===== src/sv/ppae_pkg.sv =====
// shared types, constants and helper functions for the pixel access engine
`timescale 1ns / 1ps
package ppae_pkg;

   localparam int FRAME_BYTES     = 262144;
   localparam int PALETTE_ENTRIES = 256;
   localparam int FADDR_W         = $clog2(FRAME_BYTES);
   localparam int FWORD_ADDR_W    = FADDR_W - 2;
   localparam int FWORDS          = FRAME_BYTES / 4;
   localparam int PAL_ADDR_W      = $clog2(PALETTE_ENTRIES);

   localparam logic [31:0] MASK_R555 = 32'h0000_7C00;
   localparam logic [31:0] MASK_G555 = 32'h0000_03E0;
   localparam logic [31:0] MASK_B555 = 32'h0000_001F;

   typedef enum logic [2:0] {
      OP_GET_PIXEL = 3'd0,
      OP_SET_PIXEL = 3'd1,
      OP_GET_COLOR = 3'd2,
      OP_SET_COLOR = 3'd3,
      OP_WR_PAL    = 3'd4
   } op_type;

   typedef enum logic [2:0] {
      REG_WIDTH  = 3'd0,
      REG_HEIGHT = 3'd1,
      REG_DEPTH  = 3'd2,
      REG_BOTUP  = 3'd3,
      REG_BITFLD = 3'd4,
      REG_RMASK  = 3'd5,
      REG_GMASK  = 3'd6,
      REG_BMASK  = 3'd7
   } reg_type;

   typedef enum logic [1:0] {
      ST_OK      = 2'd0,
      ST_RANGE   = 2'd1,
      ST_REFUSED = 2'd2
   } status_type;

   typedef enum logic [2:0] {
      P_IDLE, P_LOC, P_RD0, P_RD1, P_PAL, P_WB0, P_WB1, P_OUT
   } phase_type;

   typedef struct packed {
      logic [10:0] width;
      logic [10:0] height;
      logic [2:0]  depth;
      logic        bottom_up;
      logic        bitfields;
      logic [31:0] rmask;
      logic [31:0] gmask;
      logic [31:0] bmask;
   } cfg_type;

   // shift and run length of a color mask
   typedef struct packed {
      logic [4:0] shift;
      logic [5:0] run;
   } mshape_type;

   function automatic logic [5:0] bpp_of(input logic [2:0] code);
      logic [5:0] r;
      case (code)
         3'd0: r = 6'd1;
         3'd1: r = 6'd4;
         3'd2: r = 6'd8;
         3'd3: r = 6'd16;
         3'd4: r = 6'd24;
         3'd5: r = 6'd32;
         default: r = 6'd0;
      endcase
      return r;
   endfunction

   function automatic mshape_type mask_shape(input logic [31:0] m);
      mshape_type r;
      logic [31:0] sh;
      logic [31:0] inv;
      r.shift = 5'd0;
      r.run = 6'd8;
      if (m != 32'd0) begin
         for (int i = 31; i >= 0; i--) begin
            if (m[i]) r.shift = 5'(i);
         end
         sh = m >> r.shift;
         inv = ~sh;
         r.run = 6'd32;
         for (int i = 31; i >= 0; i--) begin
            if (inv[i]) r.run = 6'(i);
         end
      end
      return r;
   endfunction

   function automatic logic [7:0] decode(input logic [31:0] m, input mshape_type s,
                                         input logic [31:0] pix);
      logic [31:0] v;
      v = (m & pix) >> s.shift;
      if (s.run <= 6'd8) v = v << (6'd8 - s.run);
      else v = v >> (s.run - 6'd8);
      return v[7:0];
   endfunction

   function automatic logic [31:0] encode(input logic [31:0] m, input mshape_type s,
                                          input logic [7:0] c);
      logic [63:0] v;
      v = {56'd0, c};
      if (s.run <= 6'd8) v = v >> (6'd8 - s.run);
      else v = v << (s.run - 6'd8);
      v = v << s.shift;
      return v[31:0] & m;
   endfunction

endpackage


===== src/sv/ppae_addr.sv =====
// pixel locate: range check and byte address of a pixel
`timescale 1ns / 1ps
module ppae_addr (
   input  logic                     clock,
   input  ppae_pkg::cfg_type        cfg,
   input  logic                     load,
   input  logic [11:0]              pos_x,
   input  logic [11:0]              pos_y,
   output logic                     bad,
   output logic [ppae_pkg::FADDR_W-1:0] byte_addr
);
   import ppae_pkg::*;
   logic [5:0]  bpp;
   logic [15:0] row_bits;
   logic [12:0] pitch;
   logic [11:0] row;
   logic [25:0] a_full;
   logic [26:0] a_end;
   logic [2:0]  nbytes;
   logic        bad_in, bad_ff;
   logic [FADDR_W-1:0] a_ff;

   always_comb begin
      bpp = bpp_of(cfg.depth);
      row_bits = 16'(cfg.width) * 16'(bpp) + 16'd31;
      pitch = {row_bits[15:5], 2'b00};
      row = cfg.bottom_up ? 12'(cfg.height - 11'd1 - 11'(pos_y)) : pos_y;
      a_full = 26'(row) * 26'(pitch) + 26'((18'(pos_x) * 18'(bpp)) >> 3);
      nbytes = (bpp >= 6'd8) ? bpp[5:3] : 3'd1;
      a_end = 27'(a_full) + 27'(nbytes);
      bad_in = (cfg.depth > 3'd5) || (pos_x >= 12'(cfg.width)) ||
               (pos_y >= 12'(cfg.height)) || (a_end > 27'(FRAME_BYTES));
   end

   always_ff @(posedge clock) begin
      if (load) begin
         bad_ff <= bad_in;
         a_ff <= a_full[FADDR_W-1:0];
      end
   end

   assign bad = bad_ff;
   assign byte_addr = a_ff;
endmodule


===== config.mk =====
export PLATFORM = sky130hd
export DESIGN_NAME = ppae_addr
export DESIGN_NICKNAME = d
export VERILOG_FILES = /design/src/sv/ppae_pkg.sv /design/src/sv/ppae_addr.sv
export SDC_FILE = /design/constraint.sdc
export NUM_CORES = 1
export LEC_CHECK = 0
export CAP_MARGIN = 30
export CORE_MARGIN = 5
export CORE_UTILIZATION = 47
export DETAILED_ROUTE_END_ITERATION = 8
export DONT_BUFFER_PORTS = 1
export PLACE_DENSITY = 0.61
export SLEW_MARGIN = 20
export SYNTH_ARGS = -nofsm -noshare
export SYNTH_HDL_FRONTEND = slang
export SYNTH_SLANG_ARGS = --single-unit

===== constraint.sdc =====
create_clock -name clock -period 14.4 [get_ports clock]
set_input_delay 2.16 -clock clock [delete_from_list [all_inputs] [get_ports clock]]
set_output_delay 2.16 -clock clock [all_outputs]
set_load 0.02 [all_outputs]

==> metrics.txt <==
CTS Sinks 19; FF/Latch Area 570.5 um2; CP Data Arrival Time 13.77 ns; Core ar. 24110 um2; GRT met3 Usage 0.01928; Mapped Avg Cell Area 8.327 um2; EDFF count, synth 19; FF+latch count, synth 19; met2 Use GR 0.3489; Tcrit/Tclk final 0.9578; Critical Path Start Type input pin; GPL Wtd Cong 0.8694; CTS tree built; DRC violations left 0; FILL cells 2392; All-Layer GR Usage 0.1947; Initial Util 0.4739; most frequent cell on the critical path fa_1; drt wl/cell 15.83 um; Worst path max stage delay 0.56 ns; Hold Crit Class input pin to register; n_diodes 0; synthesized instance count 1372; Post-Synth XOR/XNOR Area 0.05509; CP endpoint kind register; via count 9247; Post-Synth Adder-Cell Area 0.4608; routed vias/inst 5.498; Fmax 72.50 MHz; post-synthesis sequential area ratio 0.04994; Nets 1840; Least-Margin Pin Slew 1.092 ns; slowest library cell on the worst path fa_1; Mapped Area 11420 um2; clk buf depth 2; Synth Flop Type edfxtp_1; Root Buffer clkbuf_16; critical path's top delay family adder cells; initial antenna violation count 0; Synth Area in Compound Gates 0.1317; die area 27530 um2; Simple-Gate Fraction of Synth Area 0.2032; I/O Buffers 0; largest family of logic cells by synthesized area adder cells; hold buffers post-CTS 0; Buf/Inv on CP 5; first-pass GRT wire length 46130 um; multiplexer share of the synthesized area 0.009418; Horiz. Die Dim 165.9 um; Hold Fails Final Rpt 0; total clock buffers created by CTS 3; M1 GR Usage 0.2617; # IOs 168; # rows 57; ys async rst share 0; Final Max Slew Viols 0; die height 165.9 um; final wirelength 26630 um; fraction of layout instances using a drive strength above 1 0.05228; outcome finished clean; pre-CTS setup slack 0.02081 ns; pin count of the biggest net entering global routing 24; Unique masters post-synth 81; initial DRC count 595; dpl hpwl 22670 um; CP required 14.38 ns; Clock transition at path regs 0.05 ns; Pre-Repair DR Iteration Count 5; syn_nets 1853; fin crit period 13.79 ns; vias in the first global route 9425; global route overflow 0; Clock H-tree levels 1; Crit Path Category input pin to register; Area Overhead vs Synth 4.884%; maximum fanout along the worst path 21; most used routing layer in global routing met2; Max-slew headroom 0.2653; max-cap violation count 0; multi-input logic area 9901 um2; # setup viols final 0; DRT antenna net count 0; YS warnings 0; final setup margin 0.6076 ns
-- final timing paths --
kind                  startpoint                endpoint  slack (ns)  cells after the start
worst min-delay path        load  byte_addr[0]$_DFFE_PP_        2.02                      0
worst max-delay path     cfg[99]           bad$_DFFE_PP_        0.61                     40
-- repair_timing --
action | 4_1_cts | 5_1_grt
gates resized for setup | 0 | 7
endpoints found under the hold margin | 0 | 0
setup buffers | 0 | 0
setup endpoints to repair | 0 | 1
-- cells by family after synthesis --
logic type / Yosys count
AO/OA/AOI/OAI: 216
XOR/XNOR: 71
adder cells (fa/ha/maj): 332
buffers and inverters: 270
flip-flops: 19
multiplexers: 10
other: 1
AND/OR/NAND/NOR: 453
-- cell usage after synthesis, types with 3 or more instances --
library cell / count / area, um2
fa_1: 148 / 2963
nand4_1: 10 / 62.56
nand3b_1: 3 / 22.52
o21a_1: 6 / 45.04
o22ai_1: 3 / 18.77
buf_1: 3 / 11.26
nor4_1: 18 / 112.6
nor4b_1: 6 / 52.55
nand2b_1: 26 / 162.7
nor3_1: 16 / 80.08
nand3_1: 21 / 105.1
nand2_1: 130 / 488.0
o2111a_1: 3 / 33.78
o21bai_1: 8 / 60.06
a221oi_1: 4 / 35.03
o2111ai_1: 3 / 26.28
o31ai_1: 4 / 30.03
xnor2_1: 49 / 429.2
a31o_2: 4 / 35.03
ha_1: 184 / 2302
a211oi_1: 13 / 97.59
nor3b_1: 3 / 22.52
or2_2: 9 / 56.30
or4_1: 3 / 22.52
a21oi_1: 55 / 275.3
edfxtp_1: 19 / 570.6
xor2_1: 21 / 183.9
a211o_1: 5 / 43.79
a21o_1: 23 / 172.7
a2111oi_0: 6 / 52.55
or3_1: 5 / 31.28
o21ai_0: 38 / 190.2
inv_1: 227 / 852.1
a21boi_0: 6 / 45.04
and4_1: 3 / 26.28
and3_1: 10 / 62.56
nor2b_1: 19 / 118.9
nor2_1: 89 / 334.1
o211ai_1: 5 / 37.54
mux2i_1: 7 / 70.07
and2_1: 68 / 425.4
clkbuf_1: 37 / 138.9
-- final cells by class --
cell class                      count  share of cell area
Multi-Input combinational cell   1083              0.8263
Timing Repair Buffer               24             0.01420
Tap cell                          324             0.03383
Clock inverter                      1           0.0004177
Inverter                          228             0.07142
Clock buffer                        3            0.006265
Sequential cell                    19             0.04761
-- per-layer routing --
metal / part of all wire / vias up / wire [um]
li1: - / 4525 / -
met1: 0.45 / 4559 / 11900
met2: 0.51 / 141 / 13500
met3: 0.033 / 22 / 879
met4: 0.013 / 0 / 350
met5: 0 / - / 0
-- per-stage QoR --
step	utilization	hold WS, ns	setup TNS (ns)	area, um2	instances
floorplan	-	2.273	0	11420	1372
global placement	0.4906	2.274	0	11830	1672
detailed placement	0.4915	2.274	0	11850	1676
CTS	0.4949	2.017	0	11930	1680
global route	0.4971	2.008	-0.01588	11980	1682
finish	0.4971	2.022	0	11980	1682
-- state kept, by name, summed over array words and instances, names as in the netlist --
| register | count |
|---|---|
| byte_addr | 18 |
| bad | 1 |
-- layout by cell type (no fill, tap or decap), drive strengths merged, types with 26 or more instances in the layout --
master,Yosys,layout
a21oi,55,55
and2,70,70
nand2,130,130
nor2,89,89
xnor2,50,50
ha,184,184
inv,227,227
fa,148,148
o21ai,38,38
nand2b,26,26
Power is left out: the tool's default activity adds up to more than one toggle a clock period on the data nets, which glitch-free logic cannot reach.
