**config.mk**
```make
export PLATFORM = sky130hd
export DESIGN_NAME = ppae_clear
export DESIGN_NICKNAME = d
export VERILOG_FILES = /design/src/sv/ppae_pkg.sv /design/src/sv/ppae_clear.sv
export SDC_FILE = /design/constraint.sdc
export NUM_CORES = 1
export LEC_CHECK = 0
export BUFFER_PORTS_ARGS = -buffer_cell sky130_fd_sc_hd__buf_2
export CAP_MARGIN = 5
export CORE_MARGIN = 2
export CORE_UTILIZATION = 44
export DETAILED_ROUTE_END_ITERATION = 16
export GPL_TIMING_DRIVEN = 0
export PLACE_DENSITY = 0.73
export SLEW_MARGIN = 25
export SYNTH_ARGS = -nofsm -noshare
export SYNTH_HDL_FRONTEND = slang
export SYNTH_SLANG_ARGS = --single-unit
```
**constraint.sdc**
```tcl
create_clock -name clock -period 3.15 [get_ports clock]
set_input_delay 0.315 -clock clock [delete_from_list [all_inputs] [get_ports clock]]
set_output_delay 0.315 -clock clock [all_outputs]
set_load 0.005 [all_outputs]
```
**src/sv/ppae_pkg.sv**
```systemverilog
// shared types, constants and helper functions for the pixel access engine
`timescale 1ns / 1ps
package ppae_pkg;

   localparam int FRAME_BYTES     = 262144;
   localparam int PALETTE_ENTRIES = 256;
   localparam int FADDR_W         = $clog2(FRAME_BYTES);
   localparam int FWORD_ADDR_W    = FADDR_W - 2;
   localparam int FWORDS          = FRAME_BYTES / 4;
   localparam int PAL_ADDR_W      = $clog2(PALETTE_ENTRIES);

   localparam logic [31:0] MASK_R555 = 32'h0000_7C00;
   localparam logic [31:0] MASK_G555 = 32'h0000_03E0;
   localparam logic [31:0] MASK_B555 = 32'h0000_001F;

   typedef enum logic [2:0] {
      OP_GET_PIXEL = 3'd0,
      OP_SET_PIXEL = 3'd1,
      OP_GET_COLOR = 3'd2,
      OP_SET_COLOR = 3'd3,
      OP_WR_PAL    = 3'd4
   } op_type;

   typedef enum logic [2:0] {
      REG_WIDTH  = 3'd0,
      REG_HEIGHT = 3'd1,
      REG_DEPTH  = 3'd2,
      REG_BOTUP  = 3'd3,
      REG_BITFLD = 3'd4,
      REG_RMASK  = 3'd5,
      REG_GMASK  = 3'd6,
      REG_BMASK  = 3'd7
   } reg_type;

   typedef enum logic [1:0] {
      ST_OK      = 2'd0,
      ST_RANGE   = 2'd1,
      ST_REFUSED = 2'd2
   } status_type;

   typedef enum logic [2:0] {
      P_IDLE, P_LOC, P_RD0, P_RD1, P_PAL, P_WB0, P_WB1, P_OUT
   } phase_type;

   typedef struct packed {
      logic [10:0] width;
      logic [10:0] height;
      logic [2:0]  depth;
      logic        bottom_up;
      logic        bitfields;
      logic [31:0] rmask;
      logic [31:0] gmask;
      logic [31:0] bmask;
   } cfg_type;

   // shift and run length of a color mask
   typedef struct packed {
      logic [4:0] shift;
      logic [5:0] run;
   } mshape_type;

   function automatic logic [5:0] bpp_of(input logic [2:0] code);
      logic [5:0] r;
      case (code)
         3'd0: r = 6'd1;
         3'd1: r = 6'd4;
         3'd2: r = 6'd8;
         3'd3: r = 6'd16;
         3'd4: r = 6'd24;
         3'd5: r = 6'd32;
         default: r = 6'd0;
      endcase
      return r;
   endfunction

   function automatic mshape_type mask_shape(input logic [31:0] m);
      mshape_type r;
      logic [31:0] sh;
      logic [31:0] inv;
      r.shift = 5'd0;
      r.run = 6'd8;
      if (m != 32'd0) begin
         for (int i = 31; i >= 0; i--) begin
            if (m[i]) r.shift = 5'(i);
         end
         sh = m >> r.shift;
         inv = ~sh;
         r.run = 6'd32;
         for (int i = 31; i >= 0; i--) begin
            if (inv[i]) r.run = 6'(i);
         end
      end
      return r;
   endfunction

   function automatic logic [7:0] decode(input logic [31:0] m, input mshape_type s,
                                         input logic [31:0] pix);
      logic [31:0] v;
      v = (m & pix) >> s.shift;
      if (s.run <= 6'd8) v = v << (6'd8 - s.run);
      else v = v >> (s.run - 6'd8);
      return v[7:0];
   endfunction

   function automatic logic [31:0] encode(input logic [31:0] m, input mshape_type s,
                                          input logic [7:0] c);
      logic [63:0] v;
      v = {56'd0, c};
      if (s.run <= 6'd8) v = v >> (6'd8 - s.run);
      else v = v << (s.run - 6'd8);
      v = v << s.shift;
      return v[31:0] & m;
   endfunction

endpackage

```
**src/sv/ppae_clear.sv**
```systemverilog
// post-reset clearing sweep over frame store and palette
`timescale 1ns / 1ps
module ppae_clear (
   input  logic                                clock,
   input  logic                                reset,
   output logic                                busy,
   output logic [ppae_pkg::FWORD_ADDR_W-1:0]   addr
);
   import ppae_pkg::*;
   logic [FWORD_ADDR_W:0] cnt_ff, cnt_in;

   always_comb begin
      cnt_in = cnt_ff;
      if (busy) cnt_in = cnt_ff + 1'b1;
   end

   always_ff @(posedge clock) begin
      if (reset) cnt_ff <= '0;
      else cnt_ff <= cnt_in;
   end

   assign busy = (cnt_ff < (FWORD_ADDR_W+1)'(FWORDS));
   assign addr = cnt_ff[FWORD_ADDR_W-1:0];
endmodule

```
==> flow_summary.ini, run 1 <==
[floorplan]
fp.dieArea_um2 = 2420
io_pins = 19
start_util_pct = 46.2
num_rows = 16
die_height_um = 49.2
die_width_um = 49.2
fp.coreArea_um2 = 1940

[clock_network]
worst_setup_hold_path_clk_slew_ns = 0.11
clk-insertion-delay-late_ns = 0.29
h-tree-depth = 1
ctsResizeCount = 0
postCtsSetupBuffers = 0
cts_tree = done
cts_root_buffer = clkbuf_4
cts.path.max_buffers = 2
clock_sinks = 17
cts-hold-fix-buffers = 0
cts_inserted_buffers = 3

[sta]
final_max_slew_viol_count = 0
totalNegativeSetupSlack_ns = 0
setup_ws_ns = 1.53
final_clock_skew_ns = 0.00895
worst_slew_pin_slew_ns = 0.443
slew_headroom_pct = 70.5
hold_violations = 0
achievable-frequency_ghz = 0.619
rsz_0062_raised_after_global_routing = false
post_layout_minimum_cycle_time_ns = 1.62
finalCritPeriodShare_pct = 51.3
setup_violations = 0

[place]
placement.setup.worst_slack_ns = 1.56
dpl.hpwl_um = 1110
gp_routability_congestion = 0.713
placed_area_um2 = 1020
place_inst = 144
port_buffers = 17

[power]
cellInternalPower_mw = 0.276
fraction_of_power_consumed_by_sequential_logic_pct = 61.7
leakagePower_nw = 0.496
power_switching_mw = 0.0849
powerDensity_nw_per_um2 = 346
ir_worst_vdd_v = 0.000238
power.share.switching_pct = 23.5
combPwrFrac_pct = 5.6
relative_contribution_of_the_clock_network_to_total_power_pct = 32.7

[setup_path]
timing.critical_path.slowest_stage_cell = or4_1
timing.critical_path.required_ns = 3.37
cp_cell_sequence = and4_1 -> nand4_2 -> or4_1 -> a21oi_1
worst-endpoint-arrival_ns = 1.84
timing_worst_setup_path_type = reg2reg
critical-path-max-stage-delay_ns = 0.50
crit_start_category = register
cp_top_family = simple AND/OR/NAND/NOR gates
crit_path_end_kind = register
crit_buf_inv = 0
critical_path.max_fanout = 7

[final_layout]
post_route_standard_cell_area_excluding_fillers_um2 = 1040
top_regs = cnt_ff: 17 flops
postLayoutCoreUtil_pct = 53.7
syn2layout_area_growth_pct = 16.3
share_of_final_layout_standard_cells_stronger_than_drive_strength_1_pct = 37.2
n_antenna_cell = 0
final-instance-count-excl-fill = 148
registers.top_by_ff_count = cnt_ff
largest_register_ff_count = 17
nets = 125

[global_routing]
gr-total-overflow = 0
grt_pass1_vias = 614
antenna_found_initial = 0
global_route_wire_length_before_repair_um = 2540
groute.usage.overall_pct = 13.4
grt_max_degree = 11

[min_path]
worst_hold_path_type = in2reg

[logic_synthesis]
synth_xor_xnor_area_share_pct = 9.76
yosysUniqueCellTypes = 33
synth_ff_type = dfxtp_1
synth.cell_area_um2 = 897
synth-simple-area-share_pct = 27.5
synth_fp_nets = 103
yosys_warning_count = 0
synth_seq_area_share_pct = 37.9
synth_top_family_by_area = simple AND/OR/NAND/NOR gates
yosys.area_share.adder_pct = 1.39
synth_compound_gate_area_share_pct = 5.16
synthMuxAreaShare_pct = 2.37
ys_ff_latch = 17
async_reset_ff_share_pct = 0
number_of_flops_mapped_to_enable_cells_by_yosys = 0
syn_inst = 100
syn_avg_cell_area_um2 = 8.97

[run]
cap_violations = 0

[detailed_routing]
dr_total_vias = 697
antenna_left = 0
route.met3.wl_um = 68
routed.top_layer = met4
met1Wirelength_um = 719
via_per_inst = 4.71
remaining_drc_errors = 0
routed-wl-met2_um = 685
routed_wire_length_per_instance_um = 10.1
drt-initial-drc-count = 10
route.final.wire_length_um = 1500
drt_first_pass_iters = 4

[run_status]
outcome = finished, final reports clean
==> synthesized netlist by cell type, drive strengths merged (2+ instances only) <==
library cell  count  area share, %
nand3             8            4.5
xor2              8            7.8
xnor2             2            2.0
buf              17             15
nand2             4            2.5
dfxtp            17             38
nand4             2            2.1
nor2             13            5.4
and4              2            2.1
clkbuf            2           0.84
and2b             2            2.0
o21ai             2            1.1
a21oi             4            2.2
and3              2            2.0
or3               2            1.4
==> routing by layer <==
| layer | GRT usage, % | vias to the layer above |
|---|---|---|
| met2 | 21.4 | 17 |
| met4 | 7.62 | 0 |
| met1 | 17.1 | 313 |
| li1 | - | 363 |
| met5 | 0 | - |
| met3 | 1.84 | 4 |
==> per-stage QoR <==
step                      hold slack [ns]  total power, mW
after floorplan                     0.466            0.242
final                               0.405            0.361
after global placement              0.482            0.248
after CTS                           0.407            0.367
after detailed placement            0.494            0.248
after global routing                0.428            0.376
==> layout make-up <==
| cell class | instances | area (um2) |
|---|---|---|
| fillers | 217 | 898 |
| inverters | 1 | 3.75 |
| well taps | 27 | 33.8 |
| multi-input cells | 63 | 414 |
| repair buffers | 17 | 85.1 |
| plain buffers | 19 | 139 |
| clock buffers | 3 | 22.5 |
| clock inverters | 1 | 5.00 |
| flip-flops and latches | 17 | 340 |
==> power by group through the flow <==
stage | Combinational [mW] | Sequential (mW) | Clock [mW]
floorplan | 0.0152 | 0.227 | 0
CTS | 0.0206 | 0.223 | 0.124
global route | 0.0223 | 0.224 | 0.130
global placement | 0.0200 | 0.228 | 0
detailed placement | 0.0206 | 0.228 | 0
finish | 0.0203 | 0.223 | 0.118
==> placed cells by master (no fill, tap or decap) <==
cell type / instances
nand4_1: 1
and3_1: 1
ha_1: 1
nand4_2: 1
xor2_1: 8
o41ai_1: 1
buf_2: 17
nor2_1: 13
nand2_1: 3
o21ai_0: 2
dfxtp_1: 17
mux2_2: 1
xnor2_1: 2
or3_1: 2
and4_1: 1
and2b_2: 2
inv_1: 1
and4b_1: 1
nand2_4: 1
a21oi_1: 4
mux2i_1: 1
nor2b_1: 1
and3_4: 1
or4_1: 1
nand2b_1: 1
or2b_1: 1
clkbuf_4: 3
and4_2: 1
and2_1: 1
or2_1: 1
clkbuf_1: 2
nand3_1: 8
o31ai_1: 1
clkinv_2: 1
buf_4: 16
buf_6: 1
==> worst paths after layout <==
check        depth (start not counted)    endpoint  startpoint  slack, ns
max                                  4  cnt_ff[15]   cnt_ff[6]       1.53
min                                  2   cnt_ff[1]       reset       0.40
max reg2reg                          4  cnt_ff[15]   cnt_ff[6]       1.53
min reg2reg                          2  cnt_ff[14]  cnt_ff[14]       0.50
==> kinds of logic after synthesis <==
kind of cell	Yosys count
mux	2
flops	17
compound gates	8
fa+ha+maj	1
buf+inv	20
simple gates	42
xor+xnor	10
==> worst register-to-register path: cells and delay by family, from the launching register on <==
family	cells	cell delay, ns
simple gates	3	0.97
flops	1	0.43
compound gates	1	0.14
Power figures use the tool's default switching activity.
==> run 2: changes to the inputs <==
clock period = 1.7 ns   (was 3.15 ns; I/O delays follow)
==> flow_summary.ini, run 2 (synthesis results as in run 1) <==
[final_layout]
registers.top_by_ff_count = cnt_ff
final-instance-count-excl-fill = 148
syn2layout_area_growth_pct = 17.0
most-common-layout-cells = buf_2, buf_4, nor2_1, dfxtp_1
n_antenna_cell = 0
filler_cell_count = 218
share_of_final_layout_standard_cells_stronger_than_drive_strength_1_pct = 41.3
postLayoutCoreUtil_pct = 54.1
multiInputGateArea_um2 = 415
largest_register_ff_count = 17
top_regs = cnt_ff: 17 flops
register_area_um2 = 345
nets = 125
final_common_cell = buf_2

[sta]
final_clock_skew_ns = 0.00827
totalNegativeSetupSlack_ns = 0
worst_slew_pin_slew_ns = 0.442
setup_violations = 0
final_max_slew_viol_count = 0
rsz_0062_raised_after_global_routing = false
achievable-frequency_ghz = 0.643
post_layout_minimum_cycle_time_ns = 1.55
slew_headroom_pct = 70.5
finalCritPeriodShare_pct = 91.4
hold_violations = 0

[clock_network]
cts.path.max_buffers = 2
worst_setup_hold_path_clk_slew_ns = 0.10
cts-hold-fix-buffers = 0
h-tree-depth = 1
clk-insertion-delay-late_ns = 0.29
cts_inserted_buffers = 3
cts_tree = done
cts_root_buffer = clkbuf_4
clock_sinks = 17

[min_path]
hold_path_depth = 2
endpoint_of_the_worst_hold_timing_path = cnt_ff[1]
timing.hold.worst.start = reset
worst_hold_path_type = in2reg

[detailed_routing]
routed_wire_length_per_instance_um = 10.2
dr_total_vias = 698
route.final.wire_length_um = 1520
drt-initial-drc-count = 14
drt_first_pass_iters = 4
antenna_left = 0
via_per_inst = 4.72
remaining_drc_errors = 0

[global_routing]
grt_pass1_vias = 614
global_route_wire_length_before_repair_um = 2540
groute.usage.overall_pct = 13.4
grt_max_degree = 11
antenna_found_initial = 0
gr-total-overflow = 0

[place]
gp_routability_congestion = 0.713
place_inst = 144
port_buffers = 17
dpl.hpwl_um = 1110

[setup_path]
timing.critical_path.required_ns = 1.90
timing.reg2reg.worst_path_depth = 5
crit_start_category = register
critical_path.reg2reg.startpoint = cnt_ff[0]
reg2reg_slack_ns = 0.15
worst-endpoint-arrival_ns = 1.75
timing_worst_setup_path_type = reg2reg
timing.rr.end = cnt_ff[12]
critical_path.max_fanout = 6
crit_path_end_kind = register

[floorplan]
die_height_um = 49.2
io_pins = 19
fp.coreArea_um2 = 1940
die_width_um = 49.2
num_rows = 16
fp.dieArea_um2 = 2420
start_util_pct = 46.2

[run]
cap_violations = 0

[power]
leakagePower_nw = 0.498
power_mw = 0.668
powerDensity_nw_per_um2 = 637
ir_worst_vdd_v = 0.000442

[run_status]
outcome = finished, final reports clean
[run 2: cell counts in the layout (fill, tap and decap cells not counted)]
Identical to the previous run, type by type.
[run 2: cell type report]
class | instances | area share (%)
inverter | 1 | 0.358
tap | 27 | 3.22
clock buffer | 3 | 2.15
sequential | 17 | 32.9
timing repair buffer | 17 | 8.10
clock inverter | 1 | 0.477
buffer | 19 | 13.2
multi-input combinational | 63 | 39.6
[run 2: how the worst max path moves through the flow]
| stage | startpoint | slack (ns) | endpoint |
|---|---|---|---|
| floorplan | cnt_ff[16] | 0.25 | cnt_ff[15] |
| global placement | cnt_ff[6] | 0.14 | cnt_ff[15] |
| detailed placement | cnt_ff[6] | 0.11 | cnt_ff[15] |
| CTS | cnt_ff[6] | 0.08 | cnt_ff[15] |
| global route | cnt_ff[0] | 0.0007 | cnt_ff[12] |
| finish | cnt_ff[0] | 0.15 | cnt_ff[12] |
[run 2: through the flow]
stage	cell area [um2]	hold WS (ns)	setup WS, ns
final	1050	0.260	0.145
after global routing	1050	0.283	0.000694
after CTS	1040	0.262	0.0761
after detailed placement	1020	0.494	0.108
after global placement	1020	0.482	0.144
after floorplan	897	0.466	0.245
[run 2: routing by layer]
layer	vias up	track usage, %	part of all wire (%)
li1	364	-	-
met1	314	17.1	48
met2	16	21.4	46
met3	4	1.84	4.2
met4	0	7.62	1.8
met5	-	0	0
[run 2: what timing repair did]
item	CTS	global route
endpoints found under the setup margin	0	1
setup buffers	0	0
resized for setup	0	5
[run 2: report_power, final]
part	total [mW]	switching, mW	internal, mW
sequential	0.413	0.00869	0.404
combinational	0.0376	0.0171	0.0205
clock	0.218	0.131	0.0876
total	0.668	0.156	0.512
[run 2: critical path, cell delays in order, from the launching register on]
cell and delay [ns]:
dfxtp_1 0.44, ha_1 0.22, and2_1 0.21, nand2_1 0.13, nor2_1 0.14, mux2_2 0.33
